[src/rtl/core/lpht_pkg.sv]
// Shared constants for the linear-probe hash table.
package lpht_pkg;

  localparam logic [1:0] MODE_INSERT = 2'd0;
  localparam logic [1:0] MODE_FIND   = 2'd1;
  localparam logic [1:0] MODE_REMOVE = 2'd2;
  localparam logic [1:0] MODE_CLEAR  = 2'd3;

  localparam logic [1:0] ST_OK       = 2'd0;
  localparam logic [1:0] ST_NOT_FOUND = 2'd1;
  localparam logic [1:0] ST_FULL     = 2'd2;

  localparam logic [1:0] SLOT_EMPTY = 2'd0;
  localparam logic [1:0] SLOT_USED  = 2'd1;
  localparam logic [1:0] SLOT_TOMB  = 2'd2;

  localparam logic [63:0] HASH_SEED = 64'd5381;

endpackage

[src/rtl/core/lpht_hash.sv]
// Byte-serial djb2 hash unit: one byte per cycle.
module lpht_hash (
  input  logic        clk,
  input  logic        rst,
  input  logic        start,
  input  logic [63:0] key,
  input  logic [3:0]  len,
  output logic        done,
  output logic [63:0] hash
);

  logic [3:0]  cnt;
  logic        busy;
  logic [63:0] sh;

  always_ff @(posedge clk) begin
    if (rst) begin
      busy <= 1'b0;
      done <= 1'b0;
    end else begin
      done <= 1'b0;
      if (start) begin
        busy <= 1'b1;
        hash <= lpht_pkg::HASH_SEED;
        sh   <= key;
        cnt  <= len;
      end else if (busy) begin
        if (cnt == 4'd0) begin
          busy <= 1'b0;
          done <= 1'b1;
        end else begin
          hash <= (hash << 5) + hash + {56'd0, sh[7:0]};
          sh   <= sh >> 8;
          cnt  <= cnt - 4'd1;
        end
      end
    end
  end

endmodule

[config.mk]
export PLATFORM = sky130hd
export DESIGN_NAME = lpht_hash
export DESIGN_NICKNAME = d
export VERILOG_FILES = /design/src/rtl/core/lpht_pkg.sv /design/src/rtl/core/lpht_hash.sv
export SDC_FILE = /design/constraint.sdc
export NUM_CORES = 1
export LEC_CHECK = 0
export BUFFER_PORTS_ARGS = -buffer_cell sky130_fd_sc_hd__clkbuf_2
export CAP_MARGIN = 40
export CELL_PAD_IN_SITES_DETAIL_PLACEMENT = 0
export CELL_PAD_IN_SITES_GLOBAL_PLACEMENT = 1
export CORE_AREA = 2 2 121 212
export DETAILED_ROUTE_END_ITERATION = 8
export DIE_AREA = 0 0 123 214
export PLACE_DENSITY = 0.7
export SLEW_MARGIN = 40
export SYNTH_ARGS = -nofsm -noshare
export SYNTH_HDL_FRONTEND = slang
export SYNTH_SLANG_ARGS = --single-unit
[constraint.sdc]
create_clock -name clk -period 10.53 [get_ports clk]
set_clock_uncertainty 0.1 [all_clocks]
set_input_delay 1.5795 -clock clk [delete_from_list [all_inputs] [get_ports clk]]
set_output_delay 1.5795 -clock clk [all_outputs]
set_load 0.03 [all_outputs]
==> results of run 1 <==
==> cell families after synthesis <==
kind of cell    after synthesis  synth area share, %
simple gates                261                 12.7
compound gates              229                 14.4
flops                       134                 41.1
fa+ha+maj                   127                 16.6
mux                          66                 7.63
buf+inv                      57                 2.77
xor+xnor                     53                 4.77
==> cell type report <==
type                    instances  share of cell area (%)
clock buffers                  18                    3.81
clock inverters                14                    1.46
inverters                      22                   0.734
multi-input cells             736                    48.6
flip-flops and latches        134                    35.6
well taps                     312                    3.47
repair buffers                139                    6.33
==> metrics by stage <==
stage          setup slack, ns  std cells  cell area [um2]  utilization, %  hold WS [ns]
2_1_floorplan             2.31        927             9740               -         0.359
3_5_place_dp              6.56       1343            10700            43.5         0.398
4_1_cts                   6.57       1375            11300            45.9         0.415
6_report                  6.57       1375            11300            45.9         0.423
3_3_place_gp              6.37       1343            10700            43.4         0.407
5_1_grt                   6.24       1375            11300            45.9         0.419
==> how the worst max path moves through the flow <==
stage / from / endpoint / slack, ns / depth (start not counted)
4_1_cts: hash[1] / hash[57] / 6.57 / 12
2_1_floorplan: start / cnt[0] / 2.31 / 4
6_report: hash[1] / hash[57] / 6.57 / 12
3_5_place_dp: start / sh[42] / 6.56 / 4
3_3_place_gp: start / hash[4] / 6.37 / 4
5_1_grt: hash[1] / hash[57] / 6.24 / 12
==> state kept, by name (all words and copies together), names as in the netlist <==
signal	cells
busy	1
cnt	4
done	1
hash	64
sh	64
==> cells in the mapped netlist, types with 3 or more instances <==
cell type	instances
buf_6	4
nor3_1	16
inv_1	22
buf_1	3
fa_1	4
o21bai_1	15
o2111ai_1	3
nand3_1	8
o41ai_1	3
nor2b_1	13
nor3b_1	3
nand2b_1	8
o21ai_0	45
nand4_1	16
o211ai_1	4
nand2_1	59
nor2_1	106
clkbuf_1	23
a31oi_1	8
xnor2_1	26
and2_1	10
and3_1	3
a211oi_1	5
o21a_1	12
o31ai_1	4
ha_1	123
a21oi_1	89
xor2_1	27
edfxtp_1	132
or2_2	3
a21o_1	19
mux2_2	64
==> placed cells by master (no fill, tap or decap), types with 4 or more instances in the layout <==
| master | n |
|---|---|
| a211oi_1 | 5 |
| a21o_1 | 19 |
| a21oi_1 | 89 |
| a31oi_1 | 8 |
| and2_1 | 10 |
| buf_4 | 4 |
| clkbuf_16 | 17 |
| clkbuf_2 | 134 |
| edfxtp_1 | 132 |
| fa_1 | 4 |
| ha_1 | 123 |
| inv_1 | 22 |
| inv_6 | 5 |
| mux2_2 | 64 |
| nand2_1 | 59 |
| nand2b_1 | 8 |
| nand3_1 | 8 |
| nand4_1 | 16 |
| nor2_1 | 105 |
| nor2b_1 | 13 |
| nor3_1 | 16 |
| o211ai_1 | 4 |
| o21a_1 | 12 |
| o21ai_0 | 45 |
| o21bai_1 | 15 |
| o31ai_1 | 4 |
| xnor2_1 | 26 |
| xor2_1 | 27 |
==> report_power, final <==
group	internal, mW	total (mW)	leakage (nW)	switching (mW)
combinational	0.625	1.70	3.17	1.08
clock	0.355	0.620	0.286	0.265
sequential	0.717	0.792	1.29	0.0749
==> metal layers <==
metal	GRT usage, %	vias up	part of all wire, %
li1	-	3704	-
met1	21.1	3548	36
met2	38.6	171	55
met3	4.87	54	4.2
met4	10.2	0	4.2
met5	0	-	0
==> metrics list, run 1 <==
- Outcome: complete, no violations
- Sequential cell area: 0.00400 mm2
- The most used flip-flop cell after synthesis is edfxtp_1.
- R2r endpoint: hash[57]
* Width of the die: 123 um
* Netlist cell types: 65
- The final max-slew violation count came to 0.
- The number of buffers and inverters on the critical path is 0.
* Mean Syn Cell Area: 10.5 um2
- Worst Path Max Fanout: 4
* Static Leakage: 4.75 nW
- The number of antenna diodes in the final layout is 0.
- Global routing finished with a remaining overflow of 0.
- Clock tree synthesis found a total of 134 sinks.
- Critical path's slowest cell: edfxtp_1
- Pin count of the biggest net entering global routing: 81
- The tool flagged a number of max-cap violations equal to 0.
- The first detailed-routing pass took 4 iterations.
* Clock Tree Buf Depth: 2
- Final Wtd Congestion: 0.889
- The number of global-route vias before repair came to 7657.
- Setup violations remaining at the end of the flow were counted as 0.
- In this run the most critical hold path is launched from busy.
- For the pin with the worst max-slew slack, the measured transition is 0.732 ns.
- The routed layout has 7477 vias.
- Worst hold path endpoint: done
* Post-Synthesis Cells: 927
- Number of placement rows: 76
- The number of hold violations in the final report is 0.
- For this run, asynchronously set or reset flops after synthesis account for 0%.
- Data required time at the worst endpoint: 10.63 ns
- Worst setup SP type: flip-flop
- STA classifies the critical path endpoint as a flip-flop.
- Total nets after synthesis: 1125
* Detailed Route WL: 26600 um
- Core box area: 0.0245 mm2
- In this run the remaining antenna-violating nets after routing total 0.
* Clock tree from TritonCTS: done
* Post-synth design cell area: 0.00974 mm2
* Total of buffers placed on input and output ports: 135
* Crit path time final: 3.96 ns
- I/O pin cnt: 136
- CTS built an H-tree with a depth of 4.
- The synthesized design contains 134 register bits.
* Worst setup slack for register-to-register paths: 6.57 ns
- The number of antenna violations at the first check in global routing was 0.
- The signal on the critical path passes through ha_1, ha_1, fa_1, a21oi_1, o211ai_1, a211oi_1, o31ai_2, o2111ai_1, nand4b_1, a21oi_1, o31a_1, mux2_2.
- Total design power: 3.12 mW
* Kind of cell adding the most delay to the critical path: compound AO/OA/AOI/OAI gates
- Of the available clock period, the critical path in the final layout requires 37.6%.
- Post-CTS setup buffer count: 0
- From synthesis to final layout, the design area changed by 15.6%.
* Power Density: 277 mW/mm2
- Wire length of the first global-routing pass: 41400 um
- Static timing analysis puts the maximum clock frequency at 252 MHz.
* Fraction of synthesized cell area taken by the top area cell type: 40.7%
* Share of cells above drive strength 1: 23.5%
- Worst-path clk slew: 0.07 ns
- Kind of critical path: flip-flop to flip-flop
- On the worst path, the slowest cell contributes a delay of 0.44 ns.
* Initial core utilization: 39.7%
- After detailed routing, the average wire length per cell comes to 19.4 um.
- Hold path depth: 1
- Remaining max-slew budget at the tightest pin: 51.1%
* Source-to-sink clock delay at the later pin of the worst-skew pair: 0.45 ns
- TritonCTS Buffers: 17
- After routing, the total negative slack on setup checks comes to 0 ns.
* Warnings from Yosys: 0
- Once the clock tree was built, the resizer swapped 0 gates to a different size.
* Worst EP arrival: 4.06 ns
- CTS Root Cell: clkbuf_16
* Post-detailed-route DRC marker count: 0
- Setup repair after global routing left no endpoint under its margin.
- Counting cells, the worst reg-to-reg path comes to 12.
* Path class of the lowest-slack min-delay path: flip-flop to flip-flop
- Post-DP HPWL: 21200 um
- # fillers: 2413
- Cts-stage hold buffer count: 0
- Top cells by area, synth: edfxtp_1 41%, ha_1 16%, mux2_2 7.4%
* Combined area of the multi-input logic cells: 0.00547 mm2
- Post-layout nets: 1248
- Via density per instance: 5.44
- Cell taking the most area after synthesis: edfxtp_1
* Die Outline Area: 0.0263 mm2
- Number of enable-type register cells in the synthesized netlist: 132
* Total global-route track usage: 20.8%
- VDD IR-drop max: 0.136 mV
* Worst reg2reg path startpoint: hash[1]
- The die is 214 um tall.
* Sequential-to-total area share from yosys stat: 41.1%
- The first routing iteration left 328 violations.
Power figures use the tool's default switching activity.
==> inputs of run 2 (changes only) <==
==> constraint.sdc (replaced) <==
create_clock -name clk -period 3.89 [get_ports clk]
set_clock_uncertainty 0.1 [all_clocks]
set_input_delay 0.5835 -clock clk [delete_from_list [all_inputs] [get_ports clk]]
set_output_delay 0.5835 -clock clk [all_outputs]
set_load 0.03 [all_outputs]
==> metrics list, run 2 (synthesis gave the netlist of run 1 again) <==
* Worst setup SP type: flip-flop
* Share of cells above drive strength 1: 25.5%
* Final cell count without fillers: 1394
- Power spread over the standard cell area amounts to 749 mW/mm2.
* Endpoint class of the critical path: flip-flop
- For this design, the sink count on the clock tree is 134.
* Clock Tree Buf Depth: 2
- Data required time at the worst endpoint: 3.98 ns
- Max Transition Viols Final: 0
- The die is 214 um tall.
* Kind of critical path: flip-flop to flip-flop
- Actual slew at the worst max-slew pin: 0.864 ns
* Worst-path clk slew: 0.07 ns
* Final standard cell area without fillers: 0.0114 mm2
* Total global-route track usage: 21.7%
- For this run, design rule violations remaining after detail routing come to 0.
- Count of antenna-violating nets left after detailed routing: 0
* Worst Path Max Fanout: 8
- For this run the aggregate overflow at the end of global routing stands at 0.
* Post-CTS setup buffer count: 0
- In this run the count of I/O pins placed on the die edge is 136.
* Final core area utilization: 46.6%
- The floorplan has 76 rows.
- In the final routed layout, each cell accounts on average for 19.8 um.
- The flow ran to the end, and the final reports show no timing, DRC or antenna violations.
- Number of antenna violations at the first check in global routing: 0
- The number of hold violations in the final report is 0.
- Layout overhead on the synthesized area: 17.4%
- Input and output buffers added on the ports amount to 135.
- Worst Slack Setup Final: 0.158 ns
* Post-DP HPWL: 21700 um
* Area of placed instances: 0.0108 mm2
* Wire length of the first global-routing pass: 43200 um
- After detailed placement, the design holds a cell count of 1363.
* Number of global-route vias before repair: 8094
* Commonest non-fill, non-tap cell in the layout: clkbuf_2
* Width of the die: 123 um
- Sum of negative setup slack: 0 ns
* Unrepaired setup endpoints after global routing: yes
- For this design the static power due to leakage is 4.84 nW.
- Worst setup slack before clock tree synthesis: 0.0773 ns
- CTS Root Cell: clkbuf_16
- TritonCTS built the clock tree.
* Detailed Route WL: 27600 um
- The region available for standard cell placement spans 0.0245 mm2.
- In this run, CTS created clock tree buffers numbering 17.
- Final Wtd Congestion: 0.878
- Remaining max-slew budget at the tightest pin: 42.4%
- Final cycle utilization of the critical path: 95.9%
- Hold is met by 0.262 ns.
* Die Outline Area: 0.0263 mm2
- The net count of the finished layout is 1268.
* Pin count of the biggest net entering global routing: 133
- Setup violations remaining at the end of the flow were counted as 0.
* Source-to-sink clock delay at the later pin of the worst-skew pair: 0.45 ns
* Number of antenna cells inserted: 0
- In the routed layout, each cell is associated on average with a via count of 5.43.
* Number of max-cap violations: 0
- STA puts the critical path data arrival time at 3.83 ns.
- The first routing iteration left 322 violations.
- # fillers: 2376
- For this run, the top clock speed supported by timing is 268 MHz.
- Top flop regs: hash: 64 flops, sh: 64 flops, cnt: 4 flops
* Crit path time final: 3.73 ns
- The library cells used most frequently in the layout, excluding fill and tap cells, are 134 x clkbuf_2, 132 x edfxtp_1, 123 x ha_1, 105 x nor2_1, 86 x a21oi_1.
- Total design power: 8.57 mW
* Via count: 7567
- The initial utilization of the core area, before any placement, comes to 39.7%.
- VDD sags by at most 0.324 mV.
* Path class of the lowest-slack min-delay path: input port to flip-flop
- Before antenna repair, the detailed router went through 5 iterations.
* Number of levels the H-tree was split into: 4
-- run 2: power breakdown --
group	leakage, nW	switching (mW)	internal (mW)
sequential	1.29	0.200	1.94
combinational	3.28	3.00	1.79
clock	0.277	0.685	0.949
-- run 2: area by class of cell --
cell class | instances | area, um2 | area share [%]
timing repair buffer | 159 | 871 | 7.62
clock inverter | 13 | 148 | 1.29
clock buffer | 18 | 429 | 3.75
tap | 312 | 390 | 3.41
multi-input combinational | 736 | 5510 | 48.2
inverter | 22 | 82.6 | 0.722
sequential | 134 | 4000 | 35.0
-- run 2: per-layer routing --
metal  track usage (%)  up-vias  share of wire, %
met5                 0        -                 0
met1              21.7     3578                36
met4              11.2        0               4.4
li1                  -     3740                 -
met3              4.53       60               4.0
met2              40.8      189                55
-- run 2: final timing paths --
check / slack, ns / depth (start not counted) / start / end
min: 0.26 / 2 / rst / done
min reg2reg: 0.38 / 1 / busy / done
max reg2reg: 0.16 / 11 / hash[26] / hash[62]
max: 0.16 / 11 / hash[26] / hash[62]
-- run 2: timing repair --
item,4_1_cts,5_1_grt
gates resized for setup,0,10
setup endpoints to repair,0,8
hold buffers,0,0
-- run 2: critical path, cell delays in order, from the launching register on --
cell and delay (ns):
edfxtp_1 0.45, ha_1 0.32, ha_1 0.41, a21oi_1 0.25, o21a_1 0.21, nor3_1 0.06, o21ai_0 0.16, or4b_2 0.62
nor3_2 0.25, nor3_4 0.11, a31oi_1 0.21, mux2_1 0.33
==> inputs of run 3 (changes only) <==
--- a/config.mk
+++ b/config.mk
@@ -10,6 +10,7 @@
 export CELL_PAD_IN_SITES_DETAIL_PLACEMENT = 0
 export CELL_PAD_IN_SITES_GLOBAL_PLACEMENT = 1
 export CORE_AREA = 2 2 121 212
+export CTS_BUF_LIST = sky130_fd_sc_hd__clkbuf_4 sky130_fd_sc_hd__clkbuf_8 sky130_fd_sc_hd__clkbuf_16
 export DETAILED_ROUTE_END_ITERATION = 8
 export DIE_AREA = 0 0 123 214
 export PLACE_DENSITY = 0.7
==> metrics list, run 3 (synthesis gave the netlist of run 1 again) <==
- The flow ran to the end, and the final reports show no timing, DRC or antenna violations.
- Post-cts resize count: 0
* Top flop regs: hash: 64 flops, sh: 64 flops, cnt: 4 flops
* Post-detailed-route DRC marker count: 0
* Pin count of the biggest net entering global routing: 133
- Worst setup slack for register-to-register paths: 0.15 ns
- The die covers 0.0263 mm2.
- Kind of critical path: flip-flop to flip-flop
* Layout overhead on the synthesized area: 17.4%
- CTS Root Cell: clkbuf_16
- Via density per instance: 5.44
- Crit path time final: 3.74 ns
* Final cell count without fillers: 1394
- Unrepaired setup endpoints after global routing: yes
* Final cycle utilization of the critical path: 96.1%
* VDD IR-drop max: 0.325 mV
- Number of max-cap violations: 0
* Worst hold path endpoint: done
* Wire length of the first global-routing pass: 43200 um
- Clock Tree Buf Depth: 2
- Actual slew at the worst max-slew pin: 0.867 ns
- Source-to-sink clock delay at the later pin of the worst-skew pair: 0.45 ns
- In this run the worst hold path is classified as input port to flip-flop.
- Max Transition Viols Final: 0
- Initial DRT Pass Iterations: 5
- Clock tree synthesis found a total of 134 sinks.
* Cts-stage hold buffer count: 0
* Post-layout nets: 1268
* Hold_ws: 0.263 ns
- TritonCTS Buffers: 17
* Final core area utilization: 46.6%
* Gr ovfl total: 0
* Timing-limited maximum frequency: 268 MHz
- Power Density: 750 mW/mm2
- Final Wtd Congestion: 0.878
* Share of cells above drive strength 1: 25.6%
* Total global-route track usage: 21.7%
- At the worst endpoint, the arrival time is 3.83 ns.
- Final-report hold violation count: 0
- The worst setup path is launched from a flip-flop.
- Number of violations reported at the end of detailed-routing iteration 0: 311
* Number of levels the H-tree was split into: 4
* Area of placed instances: 0.0108 mm2
- Detailed placement finished with a half-perimeter wire length of 21700 um.
- Final standard cell area without fillers: 0.0114 mm2
- The region available for standard cell placement spans 0.0245 mm2.
- Remaining max-slew budget at the tightest pin: 42.2%
- Endpoint class of the critical path: flip-flop
- R2r endpoint: hash[62]
- Static Leakage: 4.85 nW
- The top cell types in the final layout, fill and taps aside, are 134 x clkbuf_2, 132 x edfxtp_1, 123 x ha_1, 105 x nor2_1, 86 x a21oi_1.
* Worst setup slack before clock tree synthesis: 0.0773 ns
* Number of global-route vias before repair: 8093
- # fillers: 2376
* Final number of setup-violating endpoints: 0
- Initial core utilization: 39.7%
- 0 antenna diodes ended up in the layout.
- In this run the count of I/O pins placed on the die edge is 136.
- The floorplan step set the die height to 214 um.
* Total of buffers placed on input and output ports: 135
- Inst Count DP: 1363
* Average detailed-routed wire length per instance: 19.8 um
* Post-CTS setup buffer count: 0
* Number of placement rows: 76
- Worst-path clk slew: 0.07 ns
* Worst reg2reg path startpoint: hash[26]
- The final route contains 7581 vias.
- Power comes to 8.58 mW.
* Hold path depth: 2
* Number of antenna violations at the first check in global routing: 0
- Counting cells, the worst reg-to-reg path comes to 11.
- In this run the worst path has a maximum fanout of 8.
* Sum of negative setup slack: 0 ns
- Detailed Route WL: 27600 um
- Clock tree from TritonCTS: done
* Launch point of the worst hold path: rst
- The detail route stage leaves a number of antenna-violating nets equal to 0.
* Worst Slack Setup Final: 0.152 ns
- For the worst setup path, the data required time is 3.98 ns.
- Commonest non-fill, non-tap cell in the layout: clkbuf_2
* Width of the die: 123 um
==> run 3: cell types whose count changed in the layout (fill, tap and decap cells not counted) <==
cell	previous run	this run
clkbuf_4	0	1
clkbuf_1	1	0
==> run 3: cell type report <==
| cell class | count | area [um2] | share of cell area, % |
|---|---|---|---|
| clock buffers | 18 | 433 | 3.79 |
| clock inverters | 13 | 148 | 1.29 |
| inverters | 22 | 82.6 | 0.722 |
| multi-input cells | 736 | 5510 | 48.2 |
| flip-flops and latches | 134 | 4000 | 35.0 |
| well taps | 312 | 390 | 3.41 |
| repair buffers | 159 | 871 | 7.61 |
==> run 3: per-layer routing <==
metal	global-route usage (%)	share of wire, %	vias up
li1	-	-	3742
met2	40.8	55	199
met4	11.2	4.4	0
met5	0	0	-
met3	4.53	4.1	61
met1	21.8	36	3579
==> run 3: critical path: stages, from the launching register on <==
cell and delay [ns]:
edfxtp_1 0.45, ha_1 0.32, ha_1 0.41, a21oi_1 0.25, o21a_1 0.21, nor3_1 0.06
o21ai_0 0.16, or4b_2 0.62, nor3_2 0.26, nor3_4 0.11, a31oi_1 0.21, mux2_1 0.33
==> run 3: report_power, final <==
| group | internal, mW | leakage (nW) | switching (mW) |
|---|---|---|---|
| logic | 1.79 | 3.28 | 3.00 |
| clock network | 0.956 | 0.281 | 0.684 |
| registers | 1.94 | 1.29 | 0.200 |
| total | 4.69 | 4.85 | 3.89 |
==> run 3: worst max-delay path by stage <==
stage,startpoint,slack [ns],cells past startpoint,end
floorplan,hash[1],0.22,12,hash[57]
global placement,hash[0],0.15,13,hash[60]
detailed placement,hash[0],0.08,13,hash[60]
CTS,hash[0],0.08,13,hash[60]
global route,hash[0],-0.06,13,hash[60]
finish,hash[26],0.15,11,hash[62]
